### config.mk
export PLATFORM = sky130hd
export DESIGN_NAME = modbus_tcp_register_server_core_flat
export DESIGN_NICKNAME = d
export VERILOG_FILES = /design/src/sv/mbs_pkg.sv /design/src/sv/mbs_req_if.sv /design/src/sv/mbs_rsp_if.sv /design/src/sv/mbs_ctrl.sv /design/src/sv/mbs_dp.sv /design/src/sv/modbus_tcp_register_server_core.sv /design/src/flat_wrapper.sv
export SDC_FILE = /design/constraint.sdc
export NUM_CORES = 1
export LEC_CHECK = 0
export ABC_AREA = 1
export BUFFER_PORTS_ARGS = -buffer_cell sky130_fd_sc_hd__buf_2
export CAP_MARGIN = 30
export CELL_PAD_IN_SITES_DETAIL_PLACEMENT = 1
export CELL_PAD_IN_SITES_GLOBAL_PLACEMENT = 2
export CORE_MARGIN = 2
export CORE_UTILIZATION = 45
export DETAILED_ROUTE_END_ITERATION = 8
export HOLD_SLACK_MARGIN = 0.12
export PLACE_DENSITY = 0.83
export SLEW_MARGIN = 20
export SYNTH_ARGS = -nofsm -noshare
export SYNTH_HDL_FRONTEND = slang
export SYNTH_SLANG_ARGS = --single-unit
export TNS_END_PERCENT = 50
### constraint.sdc
create_clock -name clk -period 12.7 [get_ports clk]
set_input_delay 1.27 -clock clk [delete_from_list [all_inputs] [get_ports clk]]
set_output_delay 1.27 -clock clk [all_outputs]
set_load 0.005 [all_outputs]
### src/sv/mbs_pkg.sv
// shared types and constants for the modbus tcp register server
package mbs_pkg;

  localparam logic [7:0]  FUNC_READ      = 8'h03;
  localparam logic [7:0]  FUNC_WRITE     = 8'h06;
  localparam logic [7:0]  FUNC_EXC_FLAG  = 8'h80;
  localparam logic [7:0]  EXC_ILLEGAL_FN = 8'h01;
  localparam logic [7:0]  EXC_BAD_ADDR   = 8'h02;
  localparam logic [8:0]  FRAME_MIN_HDR  = 9'd8;
  localparam logic [8:0]  FRAME_MIN_PDU  = 9'd12;
  localparam logic [15:0] MAX_READ       = 16'd125;
  localparam logic [15:0] EXC_LENGTH     = 16'd3;
  localparam int          CNT_W          = 7;

  typedef enum logic [1:0] {
    KIND_READ  = 2'd0,
    KIND_WRITE = 2'd1,
    KIND_EXC   = 2'd2
  } kind_t;

  typedef enum logic [1:0] {
    CLS_DROP   = 2'd0,
    CLS_SINGLE = 2'd1,
    CLS_READ   = 2'd2
  } cls_t;

  typedef struct packed {
    logic [8:0]  frame_length;
    logic [15:0] trans_id;
    logic [15:0] protocol_id;
    logic [15:0] length_field;
    logic [7:0]  unit_id;
    logic [7:0]  func;
    logic [15:0] word_a;
    logic [15:0] word_b;
  } req_t;

  typedef struct packed {
    logic [1:0]  out_kind;
    logic [15:0] out_transaction;
    logic [15:0] out_protocol;
    logic [15:0] out_length;
    logic [7:0]  out_unit;
    logic [7:0]  out_func;
    logic [7:0]  out_info;
    logic [15:0] out_word;
    logic [15:0] out_word2;
    logic        word_valid;
    logic        last;
  } rsp_t;

  typedef struct packed {
    logic in_ready;
    logic capture;
    logic load;
    logic fetch;
    logic advance;
    logic out_valid;
  } cmd_t;

  typedef struct packed {
    cls_t cls;
    logic last;
    logic req_valid;
    logic rsp_ready;
  } sts_t;

endpackage

### src/sv/mbs_req_if.sv
// request channel: one pre-split modbus tcp frame per beat
interface mbs_req_if;
  logic        valid;
  logic        ready;
  logic [8:0]  frame_length;
  logic [15:0] trans_id;
  logic [15:0] protocol_id;
  logic [15:0] length_field;
  logic [7:0]  unit_id;
  logic [7:0]  func;
  logic [15:0] word_a;
  logic [15:0] word_b;

  modport source (
    output valid, frame_length, trans_id, protocol_id, length_field,
    output unit_id, func, word_a, word_b,
    input  ready
  );
  modport sink (
    input  valid, frame_length, trans_id, protocol_id, length_field,
    input  unit_id, func, word_a, word_b,
    output ready
  );
endinterface

### src/sv/mbs_rsp_if.sv
// response channel: one result beat per register or per reply
interface mbs_rsp_if;
  logic        valid;
  logic        ready;
  logic [1:0]  out_kind;
  logic [15:0] out_transaction;
  logic [15:0] out_protocol;
  logic [15:0] out_length;
  logic [7:0]  out_unit;
  logic [7:0]  out_func;
  logic [7:0]  out_info;
  logic [15:0] out_word;
  logic [15:0] out_word2;
  logic        word_valid;
  logic        last;

  modport source (
    output valid, out_kind, out_transaction, out_protocol, out_length,
    output out_unit, out_func, out_info, out_word, out_word2, word_valid, last,
    input  ready
  );
  modport sink (
    input  valid, out_kind, out_transaction, out_protocol, out_length,
    input  out_unit, out_func, out_info, out_word, out_word2, word_valid, last,
    output ready
  );
endinterface

### src/sv/mbs_ctrl.sv
// request sequencer state machine
module mbs_ctrl
  import mbs_pkg::*;
(
  input  logic clk,
  input  logic rst,
  input  sts_t sts,
  output cmd_t cmd
);

  typedef enum logic [3:0] {
    S_IDLE  = 4'b0001,
    S_DEC   = 4'b0010,
    S_FETCH = 4'b0100,
    S_SEND  = 4'b1000
  } state_t;

  state_t state, state_next;

  always_ff @(posedge clk) begin
    if (rst) begin
      state <= S_IDLE;
    end else begin
      state <= state_next;
    end
  end

  always_comb begin
    cmd        = '0;
    state_next = state;
    case (state)
      S_IDLE: begin
        cmd.in_ready = 1'b1;
        if (sts.req_valid) begin
          cmd.capture = 1'b1;
          state_next  = S_DEC;
        end
      end
      S_DEC: begin
        cmd.load = 1'b1;
        case (sts.cls)
          CLS_DROP: state_next = S_IDLE;
          CLS_READ: state_next = S_FETCH;
          default:  state_next = S_SEND;
        endcase
      end
      S_FETCH: begin
        cmd.fetch  = 1'b1;
        state_next = S_SEND;
      end
      S_SEND: begin
        cmd.out_valid = 1'b1;
        if (sts.rsp_ready) begin
          if (sts.last) begin
            state_next = S_IDLE;
          end else begin
            cmd.advance = 1'b1;
          end
        end
      end
      default: begin
        state_next = S_IDLE;
      end
    endcase
  end

endmodule

### src/sv/mbs_dp.sv
// request registers, holding register store and result registers
module mbs_dp
  import mbs_pkg::*;
#(
  parameter int REGISTER_COUNT = 64
) (
  input  logic clk,
  input  logic rst,
  input  cmd_t cmd,
  input  req_t req_d,
  output cls_t cls,
  output rsp_t rsp_d
);

  localparam int AW = (REGISTER_COUNT > 1) ? $clog2(REGISTER_COUNT) : 1;

  req_t r;

  logic [15:0] mem [REGISTER_COUNT];
  logic [REGISTER_COUNT-1:0] vld;
  logic [15:0] mem_q;
  logic        vld_q;

  logic [AW-1:0]    idx;
  logic [AW-1:0]    rd_addr;
  logic [AW-1:0]    wa_idx;
  logic [CNT_W-1:0] cnt;
  logic             rd_en;
  logic             wr_en;

  logic short_frame, is_rd, is_wr, rd_bad, wr_bad;

  kind_t       kind;
  logic [15:0] protocol;
  logic [15:0] length;
  logic [7:0]  func_o;
  logic [7:0]  info;
  logic [15:0] word;
  logic [15:0] word2;
  logic        word_valid;
  logic        last;
  logic        sel_mem;

  always_ff @(posedge clk) begin
    if (cmd.capture) begin
      r <= req_d;
    end
  end

  // classify the captured request
  always_comb begin
    short_frame = r.frame_length < FRAME_MIN_HDR;
    is_rd       = r.func == FUNC_READ;
    is_wr       = r.func == FUNC_WRITE;
    rd_bad      = (({1'b0, r.word_a} + {1'b0, r.word_b}) > 17'(REGISTER_COUNT)) ||
                  (r.word_b > MAX_READ);
    wr_bad      = r.word_a >= 16'(REGISTER_COUNT);
    cls         = CLS_SINGLE;
    if (short_frame || ((is_rd || is_wr) && r.frame_length < FRAME_MIN_PDU)) begin
      cls = CLS_DROP;
    end else if (is_rd && !rd_bad && r.word_b != 16'd0) begin
      cls = CLS_READ;
    end
  end

  assign wa_idx  = r.word_a[AW-1:0];
  assign wr_en   = cmd.load && (cls != CLS_DROP) && is_wr && !wr_bad;
  assign rd_en   = cmd.fetch || cmd.advance;
  assign rd_addr = cmd.advance ? idx + AW'(1) : idx;

  always_ff @(posedge clk) begin
    if (wr_en) begin
      mem[wa_idx] <= r.word_b;
    end
    if (rd_en) begin
      mem_q <= mem[rd_addr];
      vld_q <= vld[rd_addr];
    end
  end

  // written-since-reset flags, unwritten registers read as zero
  always_ff @(posedge clk) begin
    if (rst) begin
      vld <= '0;
    end else if (wr_en) begin
      vld[wa_idx] <= 1'b1;
    end
  end

  always_ff @(posedge clk) begin
    if (cmd.load) begin
      kind       <= KIND_EXC;
      protocol   <= 16'd0;
      length     <= EXC_LENGTH;
      func_o     <= r.func | FUNC_EXC_FLAG;
      info       <= EXC_ILLEGAL_FN;
      word       <= 16'd0;
      word2      <= 16'd0;
      word_valid <= 1'b0;
      last       <= 1'b1;
      sel_mem    <= 1'b0;
      idx        <= wa_idx;
      cnt        <= r.word_b[CNT_W-1:0];
      if (is_rd) begin
        if (rd_bad) begin
          info <= EXC_BAD_ADDR;
        end else if (r.word_b == 16'd0) begin
          kind   <= KIND_READ;
          func_o <= r.func;
          info   <= 8'd0;
        end else begin
          kind       <= KIND_READ;
          func_o     <= r.func;
          length     <= EXC_LENGTH + {r.word_b[14:0], 1'b0};
          info       <= {r.word_b[6:0], 1'b0};
          word_valid <= 1'b1;
          last       <= r.word_b == 16'd1;
          sel_mem    <= 1'b1;
        end
      end else if (is_wr) begin
        if (wr_bad) begin
          info <= EXC_BAD_ADDR;
        end else begin
          kind       <= KIND_WRITE;
          protocol   <= r.protocol_id;
          length     <= r.length_field;
          func_o     <= r.func;
          info       <= 8'd0;
          word       <= r.word_a;
          word2      <= r.word_b;
          word_valid <= 1'b1;
        end
      end
    end else if (cmd.advance) begin
      idx  <= rd_addr;
      cnt  <= cnt - CNT_W'(1);
      last <= cnt == CNT_W'(2);
    end
  end

  always_comb begin
    rsp_d.out_kind        = kind;
    rsp_d.out_transaction = r.trans_id;
    rsp_d.out_protocol    = protocol;
    rsp_d.out_length      = length;
    rsp_d.out_unit        = r.unit_id;
    rsp_d.out_func        = func_o;
    rsp_d.out_info        = info;
    rsp_d.out_word        = sel_mem ? (vld_q ? mem_q : 16'd0) : word;
    rsp_d.out_word2       = word2;
    rsp_d.word_valid      = word_valid;
    rsp_d.last            = last;
  end

endmodule

### src/sv/modbus_tcp_register_server_core.sv
// top level of the modbus tcp holding register server
// result path: request captured in idle, then decode, then fetch for a read with data, then send
// reads stream one register beat per cycle while the sink holds ready, from the store's registered read port
// a read sends one beat per requested register; a write, exception or zero-count read one beat; a dropped frame none
// one request in flight; ready is high only between requests
// reset: synchronous; store reads as zero through per-register written flags, no clear pass
module modbus_tcp_register_server_core
  import mbs_pkg::*;
#(
  parameter int REGISTER_COUNT = 64
) (
  input logic      clk,
  input logic      rst,
  mbs_req_if.sink  req,
  mbs_rsp_if.source rsp
);

  cmd_t cmd;
  sts_t sts;
  req_t req_d;
  rsp_t rsp_d;
  cls_t cls;

  always_comb begin
    req_d.frame_length = req.frame_length;
    req_d.trans_id     = req.trans_id;
    req_d.protocol_id  = req.protocol_id;
    req_d.length_field = req.length_field;
    req_d.unit_id      = req.unit_id;
    req_d.func         = req.func;
    req_d.word_a       = req.word_a;
    req_d.word_b       = req.word_b;
  end

  always_comb begin
    sts.cls       = cls;
    sts.last      = rsp_d.last;
    sts.req_valid = req.valid;
    sts.rsp_ready = rsp.ready;
  end

  mbs_ctrl u_ctrl (
    .clk (clk),
    .rst (rst),
    .sts (sts),
    .cmd (cmd)
  );

  mbs_dp #(
    .REGISTER_COUNT (REGISTER_COUNT)
  ) u_dp (
    .clk   (clk),
    .rst   (rst),
    .cmd   (cmd),
    .req_d (req_d),
    .cls   (cls),
    .rsp_d (rsp_d)
  );

  assign req.ready           = cmd.in_ready;
  assign rsp.valid           = cmd.out_valid;
  assign rsp.out_kind        = rsp_d.out_kind;
  assign rsp.out_transaction = rsp_d.out_transaction;
  assign rsp.out_protocol    = rsp_d.out_protocol;
  assign rsp.out_length      = rsp_d.out_length;
  assign rsp.out_unit        = rsp_d.out_unit;
  assign rsp.out_func        = rsp_d.out_func;
  assign rsp.out_info        = rsp_d.out_info;
  assign rsp.out_word        = rsp_d.out_word;
  assign rsp.out_word2       = rsp_d.out_word2;
  assign rsp.word_valid      = rsp_d.word_valid;
  assign rsp.last            = rsp_d.last;

endmodule

### src/flat_wrapper.sv
// flat-port wrapper written by rule: the top's interface ports become plain ports
module modbus_tcp_register_server_core_flat import mbs_pkg::*;
#(
  parameter int REGISTER_COUNT = 64
)
  (clk, rst, req_valid, req_frame_length, req_trans_id, req_protocol_id, req_length_field, req_unit_id, req_func, req_word_a, req_word_b, req_ready, rsp_valid, rsp_out_kind, rsp_out_transaction, rsp_out_protocol, rsp_out_length, rsp_out_unit, rsp_out_func, rsp_out_info, rsp_out_word, rsp_out_word2, rsp_word_valid, rsp_last, rsp_ready);
  mbs_req_if req_i ();
  mbs_rsp_if rsp_i ();
  input logic clk;
  input logic rst;
  input wire logic [$bits(req_i.valid)-1:0] req_valid;
  input wire logic [$bits(req_i.frame_length)-1:0] req_frame_length;
  input wire logic [$bits(req_i.trans_id)-1:0] req_trans_id;
  input wire logic [$bits(req_i.protocol_id)-1:0] req_protocol_id;
  input wire logic [$bits(req_i.length_field)-1:0] req_length_field;
  input wire logic [$bits(req_i.unit_id)-1:0] req_unit_id;
  input wire logic [$bits(req_i.func)-1:0] req_func;
  input wire logic [$bits(req_i.word_a)-1:0] req_word_a;
  input wire logic [$bits(req_i.word_b)-1:0] req_word_b;
  output wire logic [$bits(req_i.ready)-1:0] req_ready;
  output wire logic [$bits(rsp_i.valid)-1:0] rsp_valid;
  output wire logic [$bits(rsp_i.out_kind)-1:0] rsp_out_kind;
  output wire logic [$bits(rsp_i.out_transaction)-1:0] rsp_out_transaction;
  output wire logic [$bits(rsp_i.out_protocol)-1:0] rsp_out_protocol;
  output wire logic [$bits(rsp_i.out_length)-1:0] rsp_out_length;
  output wire logic [$bits(rsp_i.out_unit)-1:0] rsp_out_unit;
  output wire logic [$bits(rsp_i.out_func)-1:0] rsp_out_func;
  output wire logic [$bits(rsp_i.out_info)-1:0] rsp_out_info;
  output wire logic [$bits(rsp_i.out_word)-1:0] rsp_out_word;
  output wire logic [$bits(rsp_i.out_word2)-1:0] rsp_out_word2;
  output wire logic [$bits(rsp_i.word_valid)-1:0] rsp_word_valid;
  output wire logic [$bits(rsp_i.last)-1:0] rsp_last;
  input wire logic [$bits(rsp_i.ready)-1:0] rsp_ready;
  assign req_i.valid = req_valid;
  assign req_i.frame_length = req_frame_length;
  assign req_i.trans_id = req_trans_id;
  assign req_i.protocol_id = req_protocol_id;
  assign req_i.length_field = req_length_field;
  assign req_i.unit_id = req_unit_id;
  assign req_i.func = req_func;
  assign req_i.word_a = req_word_a;
  assign req_i.word_b = req_word_b;
  assign req_ready = req_i.ready;
  assign rsp_valid = rsp_i.valid;
  assign rsp_out_kind = rsp_i.out_kind;
  assign rsp_out_transaction = rsp_i.out_transaction;
  assign rsp_out_protocol = rsp_i.out_protocol;
  assign rsp_out_length = rsp_i.out_length;
  assign rsp_out_unit = rsp_i.out_unit;
  assign rsp_out_func = rsp_i.out_func;
  assign rsp_out_info = rsp_i.out_info;
  assign rsp_out_word = rsp_i.out_word;
  assign rsp_out_word2 = rsp_i.out_word2;
  assign rsp_word_valid = rsp_i.word_valid;
  assign rsp_last = rsp_i.last;
  assign rsp_i.ready = rsp_ready;
  modbus_tcp_register_server_core #(.REGISTER_COUNT(REGISTER_COUNT)) u_core (.clk(clk), .rst(rst), .req(req_i), .rsp(rsp_i));
endmodule
**After elaboration in Yosys (flattened, before gate mapping)**

Memory sizes are Yosys's and may differ from the RTL's. A register that Yosys moved wholly into a read port is not among the register bits.
Cells that the tools add are included.

- Bits of input ports: 109
- Register bits after elaboration: 272
- Memories: 1
- Bits in writable memories: 1024
- Output and inout bits: 110
- Logic and storage cells: 125

- $add $sub $neg: 4
- Reductions and logical operators: 20
- Equal/unequal tests: 12
- Muxes and demuxes: 55
- Bitwise gates (word level): 2
- $lt $le $gt $ge: 8

Memories:

| name | depth | bits a word | rd ports | clocked after Yosys merged registers in | write ports | RTL line | text |
|---|---|---|---|---|---|---|---|
| u_core.u_dp.mem | 64 | 16 | 1 | 1 | 1 | mbs_dp.sv:19 | `logic [15:0] mem [REGISTER_COUNT];` |

Operator list:

| cell | count |
|---|---|
| $mux 16 | 7 |
| $or 64x64->64 | 1 |
| $mux 8 | 7 |
| $mux 2 | 10 |
| $mux 1 | 19 |
| $lt 9x4->1 const B | 2 |
| $mux 6 | 3 |
| $add 16x16->17 | 1 |
| $gt 17x7->1 const B | 1 |
| $add 2x16->16 const A | 1 |
| $eq 16x1->1 const B | 1 |
| $ge 16x7->1 const B | 1 |
| $gt 16x7->1 const B | 1 |
| $logic_not 16->1 | 1 |
| $pmux 4 s4 | 1 |
| $reduce_bool 16->1 | 1 |
| $lt 6x7->1 const B | 2 |
| $mux 7 | 2 |
| $mux 4 | 3 |
| $eq 8x2->1 const B | 1 |
| $eq 8x3->1 const B | 1 |
| $pmux 4 s2 | 1 |
| $eq 7x2->1 const B | 1 |
| $logic_and 1x1->1 | 7 |
| other kinds (18) | 25 |

**Depth between registers and ports, before layout**

Gate-level depths: netlist of run 1.

- Depth after elaboration: 14
- Depth in mapped cells: 16
- Mapped depth without buffers: 16

**Cells and area by module**

Synthesis of run 1 repeated with hierarchy kept, for this count alone.

- Cells, all modules: 4278
- Area, all modules: 53219.8 um^2

Modules (own cells, without submodules):

| module | area each (um^2) | instances | cells each | seq. area each (um^2) |
|---|---|---|---|---|
| mbs_dp | 52964.5 | 1 | 4232 | 38577.0 |
| mbs_ctrl | 255.2 | 1 | 46 | 80.1 |

**Worst setup path after synthesis of run 1**

No wires, ideal clock.

- Path kind: input-to-reg
- From: input port req_valid
- To: register u_core.u_dp.r[0] (netlist bit), enable pin
- Setup time: 0.566 ns
- Buffers on the path: 0
- Data required time: 12.134 ns
- Arrival time: 5.599 ns
- Setup slack: 6.536 ns
- Cell stages on the path: 2
- Cells stage by stage: inv_1 > nor2_1

RTL lines:

| what | RTL line | text |
|---|---|---|
| start: declaration | flat_wrapper.sv:11 | `input wire logic [$bits(req_i.valid)-1:0] req_valid;` |
| end signal: assignment | mbs_dp.sv:46 | `r <= req_d;` |
| end: declaration | mbs_dp.sv:17 | `req_t r;` |

**Worst setup path after layout of run 1**

- From: input port rsp_ready
- To: register u_core.u_dp.mem_q[8] (read register of u_core.u_dp.mem), data pin

- Longest elaborated chain between the ends: 3

Ends and longest elaborated chain:

| what | RTL line | text |
|---|---|---|
| start: declaration | flat_wrapper.sv:33 | `input wire logic [$bits(rsp_i.ready)-1:0] rsp_ready;` |
| $mux 1 (*) | mbs_ctrl.sv:53 | `if (sts.rsp_ready) begin` |
| $mux 2 (*) | mbs_ctrl.sv:31 | `case (state)` |
| $mux 6 or $logic_or 1x1->1 (tied branches) | mbs_dp.sv:69, mbs_dp.sv:68 |  |
| end: declaration | mbs_dp.sv:21 | `logic [15:0] mem_q;` |

Every way passes the cells marked *; elsewhere a longest branch is shown, timed or not.
A chain may end at the register's enable or synchronous reset.

==> results of run 1 <==
[how the worst max path moves through the flow]
stage / startpoint / to / slack [ns]
2_1_floorplan: req_valid / u_core.u_dp.r[0]$_DFFE_PP_ / 6.54
6_report: rsp_ready / u_core.u_dp.mem_q[8]$_DFFE_PP_ / 7.57
5_1_grt: rsp_ready / u_core.u_dp.mem_q[5]$_DFFE_PP_ / 7.34
3_3_place_gp: rsp_ready / u_core.u_dp.mem_q[10]$_DFFE_PP_ / 6.72
3_5_place_dp: rsp_ready / u_core.u_dp.mem_q[10]$_DFFE_PP_ / 6.72
4_1_cts: rsp_ready / u_core.u_dp.mem_q[10]$_DFFE_PP_ / 7.54
[report_power, final]
part	internal [mW]	total, mW	switching, mW
Sequential	4.85	4.88	0.0273
Clock	2.31	4.01	1.70
Combinational	0.182	0.769	0.587
Total	7.34	9.66	2.32
[cell type report]
cell class / count / share of cell area
tap: 1650 / 0.0322
timing repair buffer: 310 / 0.0299
antenna: 2 / 0.0000780
inverter: 811 / 0.0475
sequential: 1310 / 0.602
clock buffer: 201 / 0.0627
clock inverter: 59 / 0.00661
multi-input combinational: 2849 / 0.219
[Yosys cell counts, types with 3 or more instances]
cell type | instances | area share
o21ai_0 | 30 | 0.0026
buf_4 | 32 | 0.0042
buf_1 | 15 | 0.00098
nand3b_1 | 306 | 0.040
inv_2 | 7 | 0.00046
nand4_1 | 20 | 0.0022
dfxtp_1 | 68 | 0.024
o211ai_1 | 17 | 0.0022
ha_1 | 22 | 0.0048
nand2_2 | 3 | 0.00033
or2_2 | 3 | 0.00033
xor2_1 | 10 | 0.0015
nor2_1 | 154 | 0.010
nand3_1 | 1129 | 0.099
nand2_1 | 1036 | 0.068
nor3_1 | 27 | 0.0024
edfxtp_1 | 1242 | 0.65
clkbuf_1 | 103 | 0.0068
xnor2_1 | 5 | 0.00077
buf_2 | 173 | 0.015
inv_1 | 803 | 0.053
a21oi_1 | 56 | 0.0049
[registers in the layout, indices dropped and copies added, names as in the netlist]
signal / flops
u_core.u_dp.vld_q: 1
u_core.u_dp.vld: 64
u_core.u_dp.func_o: 8
u_core.u_dp.mem_q: 16
u_core.u_dp.length: 16
u_core.u_dp.kind: 2
u_core.u_dp.info: 8
u_core.u_dp.idx: 6
u_core.u_dp.word: 16
u_core.u_dp.word2: 16
u_core.u_dp.sel_mem: 1
u_core.u_dp.rsp_d: 24
u_core.u_dp.cnt: 7
u_core.u_ctrl.state: 4
u_core.u_dp.protocol: 16
u_core.u_dp.last: 1
u_core.u_dp.mem: 1024
u_core.u_dp.r: 79
u_core.u_dp.word_valid: 1
[metal layers]
metal  track usage  vias to the layer above  share of wire
li1              -                    18100              -
met1         0.353                    20600           0.42
met2         0.453                     1087           0.50
met3        0.0360                      290          0.052
met4        0.0841                        2          0.030
met5             0                        -       0.000098
[cell families (layout without fill, tap and decap cells)]
| group | count (synthesis) | after routing |
|---|---|---|
| AND/OR/NAND/NOR | 2689 | 2689 |
| other | 1 | 12 |
| AO/OA/AOI/OAI | 110 | 110 |
| buffers and inverters | 1135 | 1381 |
| adder cells (fa/ha/maj) | 23 | 23 |
| XOR/XNOR | 17 | 17 |
| flip-flops | 1310 | 1310 |
[through the flow]
stage,instances,area [um^2],setup WS [ns]
final,7192,64200,7.57
after global routing,7191,64200,7.34
after CTS,7185,64100,7.54
after detailed placement,6925,59600,6.72
after global placement,6923,59600,6.72
after floorplan,5294,57200,6.54
==> results_dict.tcl, run 1 <==
set metrics [dict create \
    timing_hold_violations_final 0 \
    cpMostUsedCell "nand3_1" \
    ant_nets 0 \
    vias_per_cell 5.56 \
    critPathTopFamily "simple AND/OR/NAND/NOR gates" \
    power.density_mw_per_mm2 150 \
    gp_congestion 0.805 \
    die_w_um 360 \
    synth_top_family_by_area "simple AND/OR/NAND/NOR gates" \
    cts_max_level 4 \
    hold_end "u_core.u_dp.func_o[4]$_DFFE_PP_" \
    cts_buffer_depth 3 \
    insertion_delay_ns 0.77 \
    syn_to_final_growth_pct 12.3 \
    finalPower_mw 9.66 \
    synth-compound-area-share 0.0106 \
    synthMuxAreaShare 0 \
    hp-start "u_core.u_dp.r[36]$_DFFE_PP_" \
    clock_sinks 1310 \
    synthArstFlopShare 0 \
    timing.fmax_mhz 195 \
    seq_area_frac_synth 0.676 \
    worstMarginPinSlew_ns 1.11 \
    wl_um 174000 \
    cts_tree "built" \
    r2r_start "u_core.u_dp.last$_DFFE_PP_" \
    cp_num_buf_inv 4 \
    setup_viol 0 \
    max_stage_delay_ns 0.80 \
    startpoint_type "primary input" \
    synth_edf_count 1242 \
    fin_nets 5558 \
    io_pins 219 \
    ir_drop_mv 0.135 \
    multi_input_area_mm2 0.0140 \
    die_h_um 360 \
    drive_above_1_share 0.0958 \
    status "finished, final reports clean" \
    grt_max_degree 163 \
    critPathCaptureType "flip-flop" \
    slew-limit-headroom 0.263 \
    crit_arrival_ns 5.63 \
    dp_hpwl_um 97300 \
    start_util 0.454 \
    clkTransAtPathRegs_ns 0.06 \
    ys_seq_elements 1310 \
    drt_iter0_markers 4029 \
    postCtsHoldBufs 0 \
    globalRouteOverflowTotal 0 \
    yosys.area_share.adder 0.00517 \
    grt_pass1_vias 41300 \
    tns_ns 0 \
    final_common_cell "edfxtp_1" \
    cp.required_ns 13.20 \
    cts_made_buffers 144 \
    yosys_warnings 0 \
    fillCellCount 13500 \
    finalMaxSlewViolations 0 \
    period_needed_ns 5.13 \
    yosys.area_share.simple 0.224 \
    crit_path_top_delay_cell "nand2_8" \
    final_cell_mix "1242 x edfxtp_1, 1129 x nand3_1, 1035 x nand2_1, 802 x inv_1, 306 x nand3b_1" \
    cap_violations 0 \
    wl_per_cell_um 24.2 \
    rsz0062_at_grt "false" \
    cts-resized-gates 0 \
    hold_ws_ns 0.449 \
    hold_path_class "reg2reg" \
    path_cells "buf_2 > inv_1 > nor2_2 > nand3_4 > nand2_8 > buf_4 > buf_4 > nand2_1 > nand3_1 > nand3_1 > nand3_1 > nand3_1 > nand3_1 > nand2_1" \
    final_util 0.510 \
    finClkSkew_ns 0.0279 \
    dieArea_mm2 0.130 \
    synth_cells 5285 \
    cp_max_fo 81 \
    reg2reg_depth 12 \
    track_usage 0.266 \
    antenna_found_initial 7 \
    core_area_mm2 0.126 \
    path_class "in2reg" \
    synthXorXnorAreaFrac 0.00287 \
    io_buffers 216 \
    netlist_area_mm2 0.0572 \
    row_count 130 \
    cp_num_cells 14 \
    period_share 0.404 \
    syn_avg_cell_area_um2 10.8 \
    synth.distinct_cells 41 \
    drc 0 \
    grt_pass1_wl_um 259000 \
    ff2ff_setup_slack_ns 7.67 \
    synthFlopType "edfxtp_1" \
    r2r_end "u_core.u_dp.mem_q[8]$_DFFE_PP_" \
    drtPass1Iterations 9 \
    p_leak_nw 25.7 \
    post_cts_buffers 0 \
    worstHoldPathCells 0 \
    cts-root-buf "clkbuf_16" \
    seqCellArea_mm2 0.0387 \
    num_vias 40000 \
]
No activity file was read; power rests on OpenSTA's default activity.
==> inputs of run 2 (changes only) <==
--- a/config.mk
+++ b/config.mk
@@ -5,7 +5,7 @@
 export SDC_FILE = /design/constraint.sdc
 export NUM_CORES = 1
 export LEC_CHECK = 0
-export ABC_AREA = 1
+export ABC_AREA = 0
 export BUFFER_PORTS_ARGS = -buffer_cell sky130_fd_sc_hd__buf_2
 export CAP_MARGIN = 30
 export CELL_PAD_IN_SITES_DETAIL_PLACEMENT = 1
@@ -14,7 +14,7 @@
 export CORE_UTILIZATION = 45
 export DETAILED_ROUTE_END_ITERATION = 8
 export HOLD_SLACK_MARGIN = 0.12
-export PLACE_DENSITY = 0.83
+export PLACE_DENSITY = 0.77
 export SLEW_MARGIN = 20
 export SYNTH_ARGS = -nofsm -noshare
 export SYNTH_HDL_FRONTEND = slang
==> constraint.sdc (replaced) <==
create_clock -name clk -period 4.8 [get_ports clk]
set_input_delay 0.48 -clock clk [delete_from_list [all_inputs] [get_ports clk]]
set_output_delay 0.48 -clock clk [all_outputs]
set_load 0.005 [all_outputs]
==> results_dict.tcl, run 2 <==
set metrics [dict create \
    grt_pass1_wl_um 239000 \
    clkTransAtPathRegs_ns 0.06 \
    timing_hold_violations_final 0 \
    cap_violations 0 \
    yosys-top-cells-count "1242 x edfxtp_1, 467 x nand2_1, 193 x nor2_1" \
    final_common_cell "edfxtp_1" \
    cts_max_level 4 \
    worstMarginPinSlew_ns 1.04 \
    cpMostUsedCell "buf_4" \
    ir_drop_mv 0.370 \
    io_buffers 216 \
    cp_max_fo 17 \
    place_area_mm2 0.0556 \
    yosysTopAreaCell "edfxtp_1" \
    final_area_mm2 0.0612 \
    synthFlopType "edfxtp_1" \
    hp-start "rsp_ready" \
    path_class "reg2reg" \
    reg_top3 "u_core.u_dp.mem: 1024 flops, u_core.u_dp.r: 79 flops, u_core.u_dp.vld: 64 flops" \
    ys_seq_elements 1310 \
    hold_path_class "in2reg" \
    start_util 0.454 \
    wl_um 165000 \
    row_count 124 \
    cts_buffer_depth 3 \
    critPathCaptureType "flip-flop" \
    slew-limit-headroom 0.304 \
    power.density_mw_per_mm2 397 \
    setup_viol 0 \
    synth_cells 3396 \
    cts-resized-gates 0 \
    fin_nets 3976 \
    cp_num_buf_inv 4 \
    crit_arrival_ns 5.02 \
    finClkSkew_ns 0.0264 \
    track_usage 0.279 \
    period_share 0.918 \
    hold_end "u_core.u_ctrl.state[3]$_SDFFE_PP0P_" \
    finalMaxSlewViolations 0 \
    cts_made_buffers 139 \
    seqCellArea_mm2 0.0387 \
    ff2ff_setup_slack_ns 0.39 \
    seq_area_frac_synth 0.745 \
    multi_input_area_mm2 0.0121 \
    p_leak_nw 20.7 \
    drc 0 \
    path_cells "or4b_1 > inv_2 > nand4_1 > xnor2_4 > buf_4 > o221ai_1 > a31oi_1 > nor3_1 > buf_4 > nor4_1 > buf_4 > a211o_1" \
    grt_pass1_vias 35000 \
    crit_path_top_delay_cell "xnor2_4" \
    die_h_um 344 \
    cts-root-buf "clkbuf_16" \
    max_stage_delay_ns 0.88 \
    insertion_delay_ns 0.77 \
    wl_per_cell_um 30.1 \
    max_flop_register "u_core.u_dp.mem" \
    pre_cts_ws_ns 0.466 \
    cts_tree "built" \
    synth_top_area_share 0.719 \
    timing.fmax_mhz 227 \
    fillCellCount 10800 \
    synth_area_leaders "edfxtp_1 72%, mux4_2 3.8%, nand2_1 3.4%" \
    critPathTopFamily "simple AND/OR/NAND/NOR gates" \
    num_vias 33100 \
    dp_hpwl_um 99000 \
    postCtsHoldBufs 104 \
    largest_reg_flops 1024 \
    r2r_end "u_core.u_dp.mem_q[2]$_DFFE_PP_" \
    tns_ns 0 \
    reg2reg_depth 12 \
    startpoint_type "flip-flop" \
    grt_max_degree 73 \
    status "finished, final reports clean" \
    clock_sinks 1310 \
    worstHoldPathCells 5 \
    period_needed_ns 4.41 \
    yosysMostFrequentCell "edfxtp_1" \
    yosys_warnings 0 \
    gp_congestion 0.872 \
    r2r_start "u_core.u_ctrl.state[0]$_SDFFE_PP1P_" \
    post_cts_buffers 0 \
    globalRouteOverflowTotal 0 \
    cp.required_ns 5.41 \
    synthArstFlopShare 0 \
    drtPass1Iterations 5 \
    antenna_found_initial 4 \
    core_area_mm2 0.114 \
    dieArea_mm2 0.118 \
    fin_ws_ns 0.392 \
    syn_to_final_growth_pct 18.1 \
    final_cell_mix "1242 x edfxtp_1, 466 x nand2_1, 220 x buf_2, 189 x nor2_1, 188 x buf_4" \
    rsz0062_at_grt "false" \
    netlist_area_mm2 0.0519 \
    die_w_um 344 \
    drive_above_1_share 0.193 \
    ant_nets 0 \
    vias_per_cell 6.05 \
    io_pins 219 \
    synth.distinct_cells 82 \
    drt_iter0_markers 3385 \
    syn_avg_cell_area_um2 15.3 \
    synth_edf_count 1242 \
]
-- run 2: changes by cell type after synthesis, moves of 57 or more --
cell,before,now
inv_1,803,34
buf_2,173,67
nor3_1,27,102
mux4_2,0,87
o22ai_1,0,57
nand3_1,1129,86
mux2i_1,0,76
nand3b_1,306,3
o221ai_1,0,103
nand2_1,1036,467
a31oi_1,1,95
-- run 2: layer usage --
metal,part of all wire,vias to the layer above,global-route usage
li1,-,14100,-
met1,0.41,17400,0.376
met2,0.49,1340,0.462
met3,0.066,294,0.0413
met4,0.034,2,0.103
met5,0.000079,-,0
-- run 2: tightest hold or removal path, cell delays in order --
cell	delay, ns
buf_2	0.16
a21oi_1	0.08
nand2_1	0.07
a211o_1	0.16
a221oi_1	0.09
-- run 2: kinds of logic after synthesis --
logic type / after synthesis / synth area share
adders and majority gates: 23 / 0.00569
xor gates and xnor gates: 23 / 0.00403
and+or+nand+nor: 1041 / 0.0905
other: 1 / 0.0000723
muxes: 167 / 0.0533
AOI/OAI and AO/OA: 561 / 0.0763
DFF: 1310 / 0.745
buffers and inverters: 270 / 0.0248
-- run 2: report_power, final --
group	internal [mW]	switching, mW
Sequential	12.6	0.0538
Combinational	0.299	0.662
Clock	6.16	4.54
Total	19.1	5.25
-- run 2: cell type report --
class | count | area share
clock inverter | 76 | 0.0126
multi-input combinational | 1825 | 0.198
antenna | 1 | 0.0000409
timing repair buffer | 532 | 0.0643
clock buffer | 176 | 0.0606
tap | 1512 | 0.0309
sequential | 1310 | 0.631
inverter | 36 | 0.00229
-- run 2: stage by stage --
step,total power [mW],cells,util,hold WS (ns)
detailed placement,13.8,5106,0.487,0.427
floorplan,13.4,3405,-,0.418
global placement,13.7,5101,0.486,0.425
CTS,24.4,5462,0.535,0.326
finish,24.3,5468,0.536,0.349
global route,24.9,5467,0.535,0.392
-- run 2: how the worst max path moves through the flow --
| stage | slack [ns] | startpoint | cells past startpoint | endpoint |
|---|---|---|---|---|
| 3_5_place_dp | 0.47 | u_core.u_ctrl.state[0]$_SDFFE_PP1P_ | 12 | u_core.u_dp.mem_q[2]$_DFFE_PP_ |
| 2_1_floorplan | 0.42 | u_core.u_ctrl.state[3]$_SDFFE_PP0P_ | 5 | u_core.u_dp.cnt[2]$_DFFE_PP_ |
| 5_1_grt | 0.31 | u_core.u_ctrl.state[0]$_SDFFE_PP1P_ | 12 | u_core.u_dp.mem_q[2]$_DFFE_PP_ |
| 6_report | 0.39 | u_core.u_ctrl.state[0]$_SDFFE_PP1P_ | 12 | u_core.u_dp.mem_q[2]$_DFFE_PP_ |
| 3_3_place_gp | 0.38 | u_core.u_ctrl.state[0]$_SDFFE_PP1P_ | 10 | u_core.u_dp.mem_q[8]$_DFFE_PP_ |
| 4_1_cts | 0.44 | u_core.u_ctrl.state[0]$_SDFFE_PP1P_ | 12 | u_core.u_dp.mem_q[2]$_DFFE_PP_ |
